--- config.mk ---
export PLATFORM = sky130hd
export DESIGN_NAME = distance_vector_table_flat
export DESIGN_NICKNAME = d
export VERILOG_FILES = /design/src/hdl/dvt_pkg.sv /design/src/hdl/dvt_req_if.sv /design/src/hdl/dvt_rsp_if.sv /design/src/hdl/dvt_ram.sv /design/src/hdl/dvt_ctrl.sv /design/src/hdl/dvt_dp.sv /design/src/hdl/distance_vector_table.sv /design/src/flat_wrapper.sv
export SDC_FILE = /design/constraint.sdc
export NUM_CORES = 2
export LEC_CHECK = 0
export ABC_AREA = 1
export BUFFER_PORTS_ARGS = -buffer_cell sky130_fd_sc_hd__buf_2
export CAP_MARGIN = 20
export CORE_MARGIN = 2
export CORE_UTILIZATION = 60
export CTS_BUF_LIST = sky130_fd_sc_hd__clkbuf_16
export CTS_CLUSTER_DIAMETER = 80
export DETAILED_ROUTE_END_ITERATION = 12
export PLACE_DENSITY_LB_ADDON = 0.1
export SETUP_SLACK_MARGIN = 0.5
export SYNTH_ARGS = -nofsm -noshare
export SYNTH_HDL_FRONTEND = slang
export SYNTH_SLANG_ARGS = --single-unit
--- constraint.sdc ---
create_clock -name clk -period 14.21 [get_ports clk]
set_input_delay 0.7105 -clock clk [delete_from_list [all_inputs] [get_ports clk]]
set_output_delay 0.7105 -clock clk [all_outputs]
set_load 0.01 [all_outputs]
--- src/hdl/dvt_pkg.sv ---
// ----------------------------------------------------------------------------
// dvt_pkg
// Shared constants, types and controller/datapath signal groups for the
// distance-vector routing table.
// ----------------------------------------------------------------------------
package dvt_pkg;

    // table geometry
    localparam int ENTRIES  = 64;
    localparam int ADDR_W   = $clog2(ENTRIES);
    localparam int CNT_W    = $clog2(ENTRIES + 1);

    // item field widths
    localparam int KIND_W   = 2;
    localparam int NODE_W   = 8;
    localparam int COST_W   = 16;
    localparam int INDEX_W  = 7;
    localparam int STATUS_W = 3;
    localparam int COUNT_W  = 7;

    typedef enum logic [KIND_W-1:0] {
        KIND_UPDATE = 2'd0,
        KIND_RELAX  = 2'd1,
        KIND_READ   = 2'd2
    } kind_t;

    typedef enum logic [STATUS_W-1:0] {
        STAT_UNCHANGED   = 3'd0,
        STAT_IMPROVED    = 3'd1,
        STAT_ADDED       = 3'd2,
        STAT_VIA_UNKNOWN = 3'd3,
        STAT_TABLE_FULL  = 3'd4
    } status_t;

    typedef struct packed {
        logic [NODE_W-1:0] dest;
        logic [NODE_W-1:0] hop;
        logic [COST_W-1:0] cost;
    } route_t;

    localparam int ROUTE_W = $bits(route_t);

    typedef enum logic [3:0] {
        S_IDLE,
        S_SCAN_FIRST,
        S_SUM,
        S_SCAN_SECOND,
        S_IMPROVE,
        S_APPEND,
        S_RD_ISSUE,
        S_RD_WAIT,
        S_RESP
    } state_t;

    // controller to datapath
    typedef struct packed {
        logic    load;
        logic    scan_run;
        logic    scan_tgt;
        logic    add_cost;
        logic    write_found;
        logic    append;
        logic    set_status;
        status_t status;
        logic    rd_issue;
        logic    rd_capture;
        logic    push;
    } dvt_cmd_t;

    // datapath to controller
    typedef struct packed {
        logic scan_hit;
        logic scan_miss;
        logic better;
        logic full;
        logic out_free;
    } dvt_sts_t;

endpackage

--- src/hdl/dvt_req_if.sv ---
// ----------------------------------------------------------------------------
// dvt_req_if
// Request channel: valid/ready handshake carrying one table operation.
// ----------------------------------------------------------------------------
interface dvt_req_if;
    import dvt_pkg::*;

    logic               valid;
    logic               ready;
    logic [KIND_W-1:0]  kind;
    logic [NODE_W-1:0]  node;
    logic [NODE_W-1:0]  target;
    logic [NODE_W-1:0]  next_hop;
    logic [COST_W-1:0]  cost;
    logic [INDEX_W-1:0] index;

    modport source (output valid, kind, node, target, next_hop, cost, index,
                    input ready);
    modport sink   (input valid, kind, node, target, next_hop, cost, index,
                    output ready);

endinterface

--- src/hdl/dvt_rsp_if.sv ---
// ----------------------------------------------------------------------------
// dvt_rsp_if
// Response channel: valid/ready handshake carrying one result item.
// ----------------------------------------------------------------------------
interface dvt_rsp_if;
    import dvt_pkg::*;

    logic                valid;
    logic                ready;
    logic [STATUS_W-1:0] status;
    logic                entry_valid;
    logic [NODE_W-1:0]   entry_dest;
    logic [NODE_W-1:0]   entry_next;
    logic [COST_W-1:0]   entry_cost;
    logic [COUNT_W-1:0]  entry_count;

    modport source (output valid, status, entry_valid, entry_dest, entry_next,
                    entry_cost, entry_count, input ready);
    modport sink   (input valid, status, entry_valid, entry_dest, entry_next,
                    entry_cost, entry_count, output ready);

endinterface

--- src/hdl/dvt_ram.sv ---
// ----------------------------------------------------------------------------
// dvt_ram
// Generic single-write, single-read RAM with registered read data.
// ----------------------------------------------------------------------------
module dvt_ram #(
    parameter int WIDTH = 32,
    parameter int DEPTH = 64
) (
    input  logic                     clk,
    input  logic                     wr_en,
    input  logic [$clog2(DEPTH)-1:0] wr_addr,
    input  logic [WIDTH-1:0]         wr_data,
    input  logic                     rd_en,
    input  logic [$clog2(DEPTH)-1:0] rd_addr,
    output logic [WIDTH-1:0]         rd_data
);

    logic [WIDTH-1:0] mem [DEPTH];

    always_ff @(posedge clk)
    begin
        if (wr_en)
        begin
            mem[wr_addr] <= wr_data;
        end
        if (rd_en)
        begin
            rd_data <= mem[rd_addr];
        end
    end

endmodule

--- src/hdl/dvt_ctrl.sv ---
// ----------------------------------------------------------------------------
// dvt_ctrl
// Sequencer for update, relax and read items; drives the datapath by command.
// ----------------------------------------------------------------------------
module dvt_ctrl (
    input  logic                      clk,
    input  logic                      rst_n,
    input  logic                      req_valid,
    input  logic [dvt_pkg::KIND_W-1:0] req_kind,
    output logic                      req_ready,
    input  dvt_pkg::dvt_sts_t         sts,
    output dvt_pkg::dvt_cmd_t         cmd
);
    import dvt_pkg::*;

    state_t            state_reg;
    state_t            state_next;
    logic [KIND_W-1:0] kind_reg;
    logic [KIND_W-1:0] kind_next;
    logic              req_fire;
    logic              is_relax;

    assign req_ready = (state_reg == S_IDLE);
    assign req_fire  = req_valid && req_ready;
    assign is_relax  = (kind_reg == KIND_RELAX);

    always_ff @(posedge clk or negedge rst_n)
    begin
        if (!rst_n)
        begin
            state_reg <= S_IDLE;
            kind_reg  <= KIND_UPDATE;
        end
        else
        begin
            state_reg <= state_next;
            kind_reg  <= kind_next;
        end
    end

    // next state
    always_comb
    begin
        state_next = state_reg;
        kind_next  = kind_reg;
        case (state_reg)
            S_IDLE:
            begin
                if (req_fire)
                begin
                    kind_next = req_kind;
                    case (req_kind)
                        KIND_UPDATE: state_next = S_SCAN_FIRST;
                        KIND_RELAX:  state_next = S_SCAN_FIRST;
                        KIND_READ:   state_next = S_RD_ISSUE;
                        default:     state_next = S_RESP;
                    endcase
                end
            end
            S_SCAN_FIRST:
            begin
                if (sts.scan_hit)
                begin
                    state_next = is_relax ? S_SUM : S_IMPROVE;
                end
                else if (sts.scan_miss)
                begin
                    state_next = is_relax ? S_RESP : S_APPEND;
                end
            end
            S_SUM:
            begin
                state_next = S_SCAN_SECOND;
            end
            S_SCAN_SECOND:
            begin
                if (sts.scan_hit)
                begin
                    state_next = S_IMPROVE;
                end
                else if (sts.scan_miss)
                begin
                    state_next = S_APPEND;
                end
            end
            S_IMPROVE:  state_next = S_RESP;
            S_APPEND:   state_next = S_RESP;
            S_RD_ISSUE: state_next = S_RD_WAIT;
            S_RD_WAIT:  state_next = S_RESP;
            S_RESP:
            begin
                if (sts.out_free)
                begin
                    state_next = S_IDLE;
                end
            end
            default:    state_next = S_IDLE;
        endcase
    end

    // command outputs
    always_comb
    begin
        cmd = '0;
        cmd.status = STAT_UNCHANGED;
        case (state_reg)
            S_IDLE:
            begin
                cmd.load = req_fire;
            end
            S_SCAN_FIRST:
            begin
                cmd.scan_run = 1'b1;
                if (!sts.scan_hit && sts.scan_miss && is_relax)
                begin
                    cmd.set_status = 1'b1;
                    cmd.status     = STAT_VIA_UNKNOWN;
                end
            end
            S_SUM:
            begin
                cmd.add_cost = 1'b1;
                cmd.scan_tgt = 1'b1;
            end
            S_SCAN_SECOND:
            begin
                cmd.scan_run = 1'b1;
            end
            S_IMPROVE:
            begin
                if (sts.better)
                begin
                    cmd.write_found = 1'b1;
                    cmd.set_status  = 1'b1;
                    cmd.status      = STAT_IMPROVED;
                end
            end
            S_APPEND:
            begin
                cmd.set_status = 1'b1;
                if (sts.full)
                begin
                    cmd.status = STAT_TABLE_FULL;
                end
                else
                begin
                    cmd.append = 1'b1;
                    cmd.status = STAT_ADDED;
                end
            end
            S_RD_ISSUE:
            begin
                cmd.rd_issue = 1'b1;
            end
            S_RD_WAIT:
            begin
                cmd.rd_capture = 1'b1;
            end
            S_RESP:
            begin
                cmd.push = sts.out_free;
            end
            default:
            begin
                cmd.load = 1'b0;
            end
        endcase
    end

endmodule

--- src/hdl/dvt_dp.sv ---
// ----------------------------------------------------------------------------
// dvt_dp
// Route storage, pipelined search, cost arithmetic and result register.
// ----------------------------------------------------------------------------
module dvt_dp (
    input  logic                        clk,
    input  logic                        rst_n,
    input  dvt_pkg::dvt_cmd_t           cmd,
    output dvt_pkg::dvt_sts_t           sts,
    input  logic [dvt_pkg::KIND_W-1:0]  req_kind,
    input  logic [dvt_pkg::NODE_W-1:0]  req_node,
    input  logic [dvt_pkg::NODE_W-1:0]  req_target,
    input  logic [dvt_pkg::NODE_W-1:0]  req_next_hop,
    input  logic [dvt_pkg::COST_W-1:0]  req_cost,
    input  logic [dvt_pkg::INDEX_W-1:0] req_index,
    output logic                        rsp_valid,
    input  logic                        rsp_ready,
    output logic [dvt_pkg::STATUS_W-1:0] rsp_status,
    output logic                        rsp_entry_valid,
    output logic [dvt_pkg::NODE_W-1:0]  rsp_entry_dest,
    output logic [dvt_pkg::NODE_W-1:0]  rsp_entry_next,
    output logic [dvt_pkg::COST_W-1:0]  rsp_entry_cost,
    output logic [dvt_pkg::COUNT_W-1:0] rsp_entry_count
);
    import dvt_pkg::*;

    // control state
    logic [CNT_W-1:0]   fill_reg, fill_next;
    logic [CNT_W-1:0]   ptr_reg, ptr_next;
    logic               pend_reg, pend_next;
    logic               out_valid_reg, out_valid_next;

    // item operands
    logic [NODE_W-1:0]  key_reg;
    logic [NODE_W-1:0]  upd_dest_reg;
    logic [NODE_W-1:0]  upd_hop_reg;
    logic [COST_W-1:0]  upd_cost_reg;
    logic [INDEX_W-1:0] index_reg;
    logic [ADDR_W-1:0]  pend_addr_reg;
    logic [ADDR_W-1:0]  found_pos_reg;
    logic [COST_W-1:0]  found_cost_reg;
    status_t            status_reg;
    logic               e_valid_reg;
    route_t             e_data_reg;

    // result register
    status_t            o_status_reg;
    logic               o_valid_reg;
    route_t             o_data_reg;
    logic [COUNT_W-1:0] o_count_reg;

    // ram port
    logic               ram_wr_en;
    logic [ADDR_W-1:0]  ram_wr_addr;
    route_t             ram_wr_data;
    logic               ram_rd_en;
    logic [ADDR_W-1:0]  ram_rd_addr;
    route_t             ram_rd_data;

    logic                       scan_issue;
    logic                       match;
    logic [INDEX_W+ADDR_W-1:0]  idx_addr_ext;
    logic [INDEX_W+CNT_W-1:0]   idx_wide;
    logic [INDEX_W+CNT_W-1:0]   fill_wide;
    logic                       in_range;
    logic [COUNT_W+CNT_W-1:0]   count_ext;

    dvt_ram #(
        .WIDTH (ROUTE_W),
        .DEPTH (ENTRIES)
    ) u_dvt_ram (
        .clk     (clk),
        .wr_en   (ram_wr_en),
        .wr_addr (ram_wr_addr),
        .wr_data (ram_wr_data),
        .rd_en   (ram_rd_en),
        .rd_addr (ram_rd_addr),
        .rd_data (ram_rd_data)
    );

    assign scan_issue   = cmd.scan_run && (ptr_reg < fill_reg);
    assign match        = pend_reg && (ram_rd_data.dest == key_reg);
    assign idx_addr_ext = {{ADDR_W{1'b0}}, index_reg};
    assign idx_wide     = {{CNT_W{1'b0}}, index_reg};
    assign fill_wide    = {{INDEX_W{1'b0}}, fill_reg};
    assign in_range     = idx_wide < fill_wide;
    assign count_ext    = {{COUNT_W{1'b0}}, fill_reg};

    assign ram_rd_en    = scan_issue || cmd.rd_issue;
    assign ram_rd_addr  = cmd.rd_issue ? idx_addr_ext[ADDR_W-1:0] : ptr_reg[ADDR_W-1:0];
    assign ram_wr_en    = cmd.write_found || cmd.append;
    assign ram_wr_addr  = cmd.write_found ? found_pos_reg : fill_reg[ADDR_W-1:0];
    assign ram_wr_data  = '{dest: upd_dest_reg, hop: upd_hop_reg, cost: upd_cost_reg};

    assign sts.scan_hit  = match;
    assign sts.scan_miss = !pend_reg && !(ptr_reg < fill_reg);
    assign sts.better    = found_cost_reg > upd_cost_reg;
    assign sts.full      = (fill_reg == CNT_W'(ENTRIES));
    assign sts.out_free  = !out_valid_reg || rsp_ready;

    // control next values
    always_comb
    begin
        fill_next = fill_reg;
        ptr_next  = ptr_reg;
        pend_next = pend_reg;
        if (cmd.append)
        begin
            fill_next = fill_reg + CNT_W'(1);
        end
        if (cmd.load || cmd.scan_tgt)
        begin
            ptr_next  = '0;
            pend_next = 1'b0;
        end
        else if (cmd.scan_run)
        begin
            pend_next = scan_issue;
            if (scan_issue)
            begin
                ptr_next = ptr_reg + CNT_W'(1);
            end
        end
        out_valid_next = out_valid_reg;
        if (cmd.push)
        begin
            out_valid_next = 1'b1;
        end
        else if (rsp_ready)
        begin
            out_valid_next = 1'b0;
        end
    end

    always_ff @(posedge clk or negedge rst_n)
    begin
        if (!rst_n)
        begin
            fill_reg      <= '0;
            ptr_reg       <= '0;
            pend_reg      <= 1'b0;
            out_valid_reg <= 1'b0;
        end
        else
        begin
            fill_reg      <= fill_next;
            ptr_reg       <= ptr_next;
            pend_reg      <= pend_next;
            out_valid_reg <= out_valid_next;
        end
    end

    // operand and result payload
    always_ff @(posedge clk)
    begin
        if (cmd.load)
        begin
            key_reg      <= req_node;
            index_reg    <= req_index;
            upd_cost_reg <= req_cost;
            status_reg   <= STAT_UNCHANGED;
            e_valid_reg  <= 1'b0;
            e_data_reg   <= '0;
            if (req_kind == KIND_RELAX)
            begin
                upd_dest_reg <= req_target;
                upd_hop_reg  <= req_node;
            end
            else
            begin
                upd_dest_reg <= req_node;
                upd_hop_reg  <= req_next_hop;
            end
        end
        if (scan_issue)
        begin
            pend_addr_reg <= ptr_reg[ADDR_W-1:0];
        end
        if (cmd.scan_run && match)
        begin
            found_pos_reg  <= pend_addr_reg;
            found_cost_reg <= ram_rd_data.cost;
        end
        // relax: path cost through the neighbour, wraps at 16 bits
        if (cmd.add_cost)
        begin
            upd_cost_reg <= upd_cost_reg + found_cost_reg;
        end
        if (cmd.scan_tgt)
        begin
            key_reg <= upd_dest_reg;
        end
        if (cmd.set_status)
        begin
            status_reg <= cmd.status;
        end
        if (cmd.rd_capture)
        begin
            e_valid_reg <= in_range;
            e_data_reg  <= in_range ? ram_rd_data : '0;
        end
        if (cmd.push)
        begin
            o_status_reg <= status_reg;
            o_valid_reg  <= e_valid_reg;
            o_data_reg   <= e_data_reg;
            o_count_reg  <= count_ext[COUNT_W-1:0];
        end
    end

    assign rsp_valid       = out_valid_reg;
    assign rsp_status      = o_status_reg;
    assign rsp_entry_valid = o_valid_reg;
    assign rsp_entry_dest  = o_data_reg.dest;
    assign rsp_entry_next  = o_data_reg.hop;
    assign rsp_entry_cost  = o_data_reg.cost;
    assign rsp_entry_count = o_count_reg;

endmodule

--- src/hdl/distance_vector_table.sv ---
// ----------------------------------------------------------------------------
// distance_vector_table
// Distance-vector routing table with update, relax and indexed read items.
// ----------------------------------------------------------------------------
// usage
//   req: one item per handshake; kind selects update, relax via a neighbour
//     or read by index; the other fields are used as the kind needs them
//   rsp: exactly one result item per request item, in order; status,
//     the read entry (zeros unless a read hit a held route) and the
//     number of routes held after the item
// throughput
//   one item at a time; a new item is taken once the previous one has
//   been placed in the result register and the sequencer is back in idle
//   search is one route per cycle through the route ram (registered read)
// reset
//   clears the route count and all control state; no clearing pass, route
//   ram contents are only used below the count
// stall
//   a waiting result does not block acceptance of the next item; that
//   item finishes its work and then holds until the result register frees
// ----------------------------------------------------------------------------
module distance_vector_table (
    input  logic       clk,
    input  logic       rst_n,
    dvt_req_if.sink    req,
    dvt_rsp_if.source  rsp
);
    import dvt_pkg::*;

    dvt_cmd_t cmd;
    dvt_sts_t sts;

    // sequencer
    dvt_ctrl u_dvt_ctrl (
        .clk       (clk),
        .rst_n     (rst_n),
        .req_valid (req.valid),
        .req_kind  (req.kind),
        .req_ready (req.ready),
        .sts       (sts),
        .cmd       (cmd)
    );

    // storage, search and result register
    dvt_dp u_dvt_dp (
        .clk             (clk),
        .rst_n           (rst_n),
        .cmd             (cmd),
        .sts             (sts),
        .req_kind        (req.kind),
        .req_node        (req.node),
        .req_target      (req.target),
        .req_next_hop    (req.next_hop),
        .req_cost        (req.cost),
        .req_index       (req.index),
        .rsp_valid       (rsp.valid),
        .rsp_ready       (rsp.ready),
        .rsp_status      (rsp.status),
        .rsp_entry_valid (rsp.entry_valid),
        .rsp_entry_dest  (rsp.entry_dest),
        .rsp_entry_next  (rsp.entry_next),
        .rsp_entry_cost  (rsp.entry_cost),
        .rsp_entry_count (rsp.entry_count)
    );

endmodule

--- src/flat_wrapper.sv ---
// flat-port wrapper written by rule: the top's interface ports become plain ports
module distance_vector_table_flat import dvt_pkg::*;
  (clk, rst_n, req_valid, req_kind, req_node, req_target, req_next_hop, req_cost, req_index, req_ready, rsp_valid, rsp_status, rsp_entry_valid, rsp_entry_dest, rsp_entry_next, rsp_entry_cost, rsp_entry_count, rsp_ready);
  dvt_req_if req_i ();
  dvt_rsp_if rsp_i ();
  input  logic clk;
  input  logic rst_n;
  input wire logic [$bits(req_i.valid)-1:0] req_valid;
  input wire logic [$bits(req_i.kind)-1:0] req_kind;
  input wire logic [$bits(req_i.node)-1:0] req_node;
  input wire logic [$bits(req_i.target)-1:0] req_target;
  input wire logic [$bits(req_i.next_hop)-1:0] req_next_hop;
  input wire logic [$bits(req_i.cost)-1:0] req_cost;
  input wire logic [$bits(req_i.index)-1:0] req_index;
  output wire logic [$bits(req_i.ready)-1:0] req_ready;
  output wire logic [$bits(rsp_i.valid)-1:0] rsp_valid;
  output wire logic [$bits(rsp_i.status)-1:0] rsp_status;
  output wire logic [$bits(rsp_i.entry_valid)-1:0] rsp_entry_valid;
  output wire logic [$bits(rsp_i.entry_dest)-1:0] rsp_entry_dest;
  output wire logic [$bits(rsp_i.entry_next)-1:0] rsp_entry_next;
  output wire logic [$bits(rsp_i.entry_cost)-1:0] rsp_entry_cost;
  output wire logic [$bits(rsp_i.entry_count)-1:0] rsp_entry_count;
  input wire logic [$bits(rsp_i.ready)-1:0] rsp_ready;
  assign req_i.valid = req_valid;
  assign req_i.kind = req_kind;
  assign req_i.node = req_node;
  assign req_i.target = req_target;
  assign req_i.next_hop = req_next_hop;
  assign req_i.cost = req_cost;
  assign req_i.index = req_index;
  assign req_ready = req_i.ready;
  assign rsp_valid = rsp_i.valid;
  assign rsp_status = rsp_i.status;
  assign rsp_entry_valid = rsp_i.entry_valid;
  assign rsp_entry_dest = rsp_i.entry_dest;
  assign rsp_entry_next = rsp_i.entry_next;
  assign rsp_entry_cost = rsp_i.entry_cost;
  assign rsp_entry_count = rsp_i.entry_count;
  assign rsp_i.ready = rsp_ready;
  distance_vector_table u_core (.clk(clk), .rst_n(rst_n), .req(req_i), .rsp(rsp_i));
endmodule
Yosys cells after proc, flatten, opt, wreduce, memory -nomap -nowiden. Memory sizes are Yosys's and may differ from the RTL's. A register that Yosys moved wholly into a read port is not among the register bits. Cells that the tools add are included.

$add $sub $neg: 3. Order comparisons: 3. Equal/unequal tests: 17. Mux-type cells: 48. Reductions and logical operators: 30.

Operators by type and width (number): 32-bit 2-to-1 mux (3); 4-bit 2-to-1 mux (9); 16-bit 2-to-1 mux (2); 8-bit 2-to-1 mux (4); 4-bit case mux with 7 select lines (1); 7-bit 2-to-1 mux (3); 1-bit 2-to-1 mux (17); 16-bit adder (1); 4-bit by 3-bit == test with 1-bit output (second input constant) (4); 16-bit > comparator (1); 7-bit by 1-bit adder with 7-bit output (second input constant) (2); 7-bit less-than comparator (2); 2-bit nonzero test (7); 3-bit 2-to-1 mux (4); 6-bit 2-to-1 mux (2); 4-bit case mux with 3 select lines (1); 4-bit by 2-bit == test with 1-bit output (second input constant) (2); 8-bit == test (1); 4-bit case mux with 2 select lines (1); 7-bit == test (second input constant) (1); 1-bit logical AND (7); 3-bit != test (second input constant) (2); 2-bit by 1-bit == test with 1-bit output (second input constant) (2); 4-bit by 1-bit == test with 1-bit output (second input constant) (1); 13 further kinds (21).

Bits in registers: 176. Memory bits (writable): 2048. Bits of input ports: 53. Output and inout port bits: 45. Memories kept: 1.

Memories: u_core.u_dvt_dp.u_dvt_ram.mem (words 64, bits a word 32, rd ports 1, clocked after memory_dff 1, wr ports 1, line dvt_ram.sv:18) `logic [WIDTH-1:0] mem [DEPTH];`.

Longest topological paths before layout.
Depth in word-level cells: 8. Depth in mapped cells: 16. Depth with buffers taken out: 15.

Cells and area by module. A second synthesis with hierarchy kept.

Cell total of the unflattened synthesis: 7607. Area total of the unflattened synthesis: 91636.6 sq um.

By module, submodules not included: dvt_ram (instances 1, cells each 6769, area an instance 83058.4 sq um); dvt_dp (instances 1, cells each 752, area an instance 8050.2 sq um); dvt_ctrl (instances 1, cells each 86, area an instance 528.0 sq um).

Least setup slack after synthesis. OpenSTA, ideal clock, no wires.

Path type: reg2reg. Start: register u_core.u_dvt_dp.upd_cost_reg[1]. End: memory u_core.u_dvt_dp.u_dvt_ram.mem[0][0] (enable). Library setup time: 0.421 ns. Data arrival time: 4.163 ns. Required time: 13.789 ns. Slack: 9.625 ns. Cell stages (with the launch flop): 15. Buffers on the path: 1. Clock period less this slack: 4.585 ns. Cell sequence: edfxtp_1 inv_1 ha_1 a21oi_1 o21ai_0 nand2_1 nand2_1 nand2_1 nand2_2 nand2_2 buf_6 nand2_1 a21oi_1 nand2_1 nor2_1.

Longest elaborated chain between the ends: 6. Elaborated cells on any way between the ends: 7. Classes of those cells: order compare: 1; mux: 5; reduce/logical: 1.

Ends and longest elaborated chain: from (decl) (line dvt_dp.sv:37) `logic [COST_W-1:0] upd_cost_reg;`; from (signal assigned) (line dvt_dp.sv:160) `upd_cost_reg <= req_cost;`; from (signal assigned) (line dvt_dp.sv:187) `upd_cost_reg <= upd_cost_reg + found_cost_reg;`; 16-bit > comparator * (line dvt_dp.sv:97) `assign sts.better = found_cost_reg > upd_cost_reg;`; 1-bit 2-to-1 mux * (line dvt_ctrl.sv:131) `if (sts.better)`; 1-bit 2-to-1 mux * (line dvt_ctrl.sv:106) `case (state_reg)`; 1-bit logical OR (line dvt_dp.sv:91) `assign ram_wr_en = cmd.write_found || cmd.append;`; 1-bit 2-to-1 mux (line dvt_ram.sv:22) `if (wr_en)`; 1-bit 2-to-1 mux (implied by the code) (line dvt_ram.sv:24) `mem[wr_addr] <= wr_data;`; to (decl) (line dvt_ram.sv:18).

Mark *: on every way between the ends. The rest lies on a longest branch, timed or not.

Worst setup path after layout.
Start: register u_core.u_dvt_ctrl.state_reg[1]. End: register u_core.u_dvt_dp.u_dvt_ram.rd_data[8], read port of u_core.u_dvt_dp.u_dvt_ram.mem, data pin.

Longest elaborated chain between the ends: 5. Elaborated cells on any way between the ends: 9. Classes of those cells: eq/ne: 3; mux: 3; reduce/logical: 3.

Ends and longest elaborated chain: from (decl) (line dvt_ctrl.sv:16) `state_t state_reg;`; from (signal assigned) (line dvt_ctrl.sv:36) `state_reg <= state_next;`; 4-bit by 2-bit == test with 1-bit output or 4-bit by 1-bit == test with 1-bit output (tied branches) (line dvt_ctrl.sv:106); 2-bit OR reduction (no source line); 1-bit 2-to-1 mux (line dvt_ctrl.sv:106); 1-bit logical AND (line dvt_dp.sv:81) `assign scan_issue = cmd.scan_run && (ptr_reg < fill_reg);`; 1-bit logical OR (line dvt_dp.sv:89) `assign ram_rd_en = scan_issue || cmd.rd_issue;`; to (decl) (line dvt_ram.sv:15) `output logic [WIDTH-1:0] rd_data`.

Several ways; a longest one is shown, not always the timed one. A chain may end at the register's enable or synchronous reset.

==> impl_metrics.ini <==
[placed_design]
io_buffer_count = 97
pre_cts_ws_ps = 8430
gp_congestion = 0.880
placedInstanceArea_um2 = 101000
dpl.hpwl_um = 153000

[sta]
finalHoldViolations = 0
setup-tns-final_ps = 0
period_share_pct = 41.9
holdWs_ps = 39.1
slew_viol_final = 0
finalWorstSetupSlack_ps = 8250
fmax_mhz = 168
rsz0062_at_grt = false
setup_viol = 0
final.min_clock_period_ps = 5960
worst_slew_pin_slew_ps = 1200
max_slew_margin_pct = 20.1
clock_skew_ps = 35.6

[clock_network]
numCtsBuffers = 223
clock-root-buffer = clkbuf_16
cts.sinks = 2256
cts_tree = done
htreeDepth = 4
clkTransAtPathRegs_ps = 60
clkLatencyLatePin_ps = 880
postCtsSetupBuffers = 0
clockBufferDepth = 3

[setup_path]
crit_path_frequent_cell = nand3_1
critPathLaunch = u_core.u_dvt_ctrl.state_reg[1]
cp_slowest_cell = buf_4
critical_path_buf_inv_count = 4
regToRegEndpoint = u_core.u_dvt_dp.u_dvt_ram.rd_data[8]
critPathKind = reg2reg
path_delay_family = buffers and inverters
worstSetupPathDepth = 14
critPathMaxFanout = 187
critPathMaxStageDelay_ps = 870
reg2regPathDepth = 14
endpoint_kind = flop
rr_startpoint = u_core.u_dvt_ctrl.state_reg[1]
startpoint_type = flop
path_cells = inv_2 > nor2_4 > nand3_4 > nand2_8 > buf_12 > buf_4 > buf_4 > nand2_1 > nand3_1 > nand3_1 > nand3_1 > nand3_1 > nand3_1 > nand2_1
r2r_slack_ps = 8250
required_ps = 14820
crit_end = u_core.u_dvt_dp.u_dvt_ram.rd_data[8]
crit_arrival_ps = 6560

[yosys]
synth_compound_area_share_pct = 0.670
ys_top_cells_by_area = edfxtp_1 (69%), nand3_1 (9.7%), nand2_1 (9.7%), inv_1 (6.8%), buf_2 (1.9%)
yosysMostFrequentCell = nand2_1
yosysTopAreaCell = edfxtp_1
synth-main-ff-cell = edfxtp_1
synth_common_cells = nand2_1 (2,525), edfxtp_1 (2,234), nand3_1 (1,898)
yosys.area.top_type_share_pct = 68.5
ys_async_sr_fraction_pct = 0.975
syn_nets = 9405
yosys.area_share.simple_pct = 20.3
synth_enable_flop_cells = 2234
yosys-mux-area-fraction_pct = 0
ys_seq_elements = 2256
syn_area_per_cell_um2 = 10.5
yosys_warnings = 0
synth_top_family_by_area = simple AND/OR/NAND/NOR gates
synth_cell_types = 45
synth-xor-area-share_pct = 0.134
synthCells = 9305
syn_area_um2 = 97900
ys_seq_area_share_pct = 69.1
synthAdderAreaFrac_pct = 0.609

[detailed_routing]
drt-total-wl_um = 283000
drtIter0Drc = 9639
vias = 67000
drtPass1Iterations = 6
drc = 0
postRouteAntennaNets = 0
wl_per_cell_um = 24.2
viasPerCell = 5.73

[pwr]
p_per_area_nw_per_um2 = 188
p_total_mw = 20.3
ir_drop_v = 0.000373
leakage_nw = 45.2

[grt]
grt_pass1_vias = 62600
gr-total-overflow = 0
grt_first_pass_wirelength_um = 413000
grt_max_degree = 188
antenna_found_initial = 19
grtUsageTotal_pct = 33.8

[die]
die_w_um = 408
ios = 98
num_rows = 148
initial_core_util_pct = 60.3
die_h_um = 408
die_area_um2 = 166000
core_um2 = 162000

[final_layout]
fin_nets = 9432
fill_cells = 12200
final_layout_size_suffix_gt1_share_pct = 6.65
syn2layout_area_growth_pct = 10.1
stdcell_area_um2 = 108000
largest_reg_flops = 2048
multiInputGateArea_um2 = 21800
regArea_um2 = 67600

[status]
status = complete, no violations

[flow_run]
drv_cap = 0

[hold_path]
hp-class = in2reg
worst reg2reg max path, cell delays in order (launching register included):
cell     delay, ps
dfrtp_1        400
inv_2          100
nor2_4         200
nand3_4        580
nand2_8        890
buf_12         680
buf_4         1060
buf_4          890
nand2_1        200
nand3_1        120
nand3_1         90
nand3_1        110
nand3_1        170
nand3_1        150
nand2_1         60
through the flow:
step | instances | util (%)
floorplan | 9305 | -
global placement | 11300 | 62.0
detailed placement | 11300 | 62.1
CTS | 11700 | 66.3
global route | 11700 | 66.3
finish | 11700 | 66.3
power by group:
group | internal (mW) | leakage [nW] | switching, mW | total, mW
clock network | 3.06 | 3.55 | 2.49 | 5.55
registers | 8.11 | 20.4 | 0.215 | 8.32
logic | 1.49 | 21.2 | 4.90 | 6.39
kinds of logic (layout without fill, tap and decap cells):
family | count (synthesis) | in the layout
other | 0 | 5
AO/OA/AOI/OAI | 114 | 114
AND/OR/NAND/NOR | 4627 | 4627
adder cells (fa/ha/maj) | 47 | 47
flip-flops | 2256 | 2256
buffers and inverters | 2246 | 2458
XOR/XNOR | 15 | 15
metal layers:
| metal | GRT usage [%] | routed length (µm) | part of all wire (%) | vias to the layer above |
|---|---|---|---|---|
| met5 | 0 | 74 | 0.026 | - |
| met4 | 15.5 | 13800 | 4.9 | 10 |
| met3 | 6.61 | 31000 | 11 | 550 |
| met2 | 52.4 | 129000 | 46 | 3766 |
| met1 | 46.8 | 109000 | 38 | 32300 |
| li1 | - | - | - | 30400 |
worst min path at each step:
stage                                     startpoint                                 to  slack (ps)  cells after the start
global route                            req_index[2]       u_core.u_dvt_dp.index_reg[2]          20                      1
global placement       u_core.u_dvt_dp.e_data_reg[9]  u_core.u_dvt_dp.rsp_entry_cost[9]         400                      0
floorplan           u_core.u_dvt_dp.pend_addr_reg[0]   u_core.u_dvt_dp.found_pos_reg[0]         400                      0
detailed placement  u_core.u_dvt_dp.pend_addr_reg[4]   u_core.u_dvt_dp.found_pos_reg[4]         410                      0
finish                                  req_index[2]       u_core.u_dvt_dp.index_reg[2]          40                      1
CTS                                     req_index[5]       u_core.u_dvt_dp.index_reg[5]         0.8                      1
cells in the final DEF (no fill, tap or decap), types with 7 or more instances in the layout:
cell type / synthesis / layout
nor2_1: 157 / 90
buf_2: 367 / 97
nor3_1: 15 / 15
nand2_1: 2525 / 2524
inv_6: 0 / 7
clkinv_2: 0 / 29
clkbuf_16: 0 / 226
buf_4: 4 / 139
inv_1: 1782 / 1838
xor2_1: 13 / 13
o21ai_0: 46 / 44
nor2_4: 2 / 67
bufinv_16: 0 / 11
clkinv_1: 1 / 75
buf_12: 0 / 17
a21oi_1: 39 / 39
nand3_1: 1898 / 1898
ha_1: 46 / 46
edfxtp_1: 2234 / 2234
nand4_1: 9 / 9
dfrtp_1: 22 / 22
what timing repair did:
action | 4_1_cts | 5_1_grt
hold endpoints to repair | 25 | 0
gates resized for setup | 0 | 0
hold buffers | 4 | 0
final cells by class:
cell class	count	share of cell area [%]
clock buffer	226	5.25
tap	2175	2.53
inverter	1786	6.23
antenna	5	0.0116
timing repair buffer	262	1.89
sequential	2256	62.8
multi-input combinational	4803	20.3
clock inverter	184	1.05
Note: power is estimated with default switching activity, not from simulation.
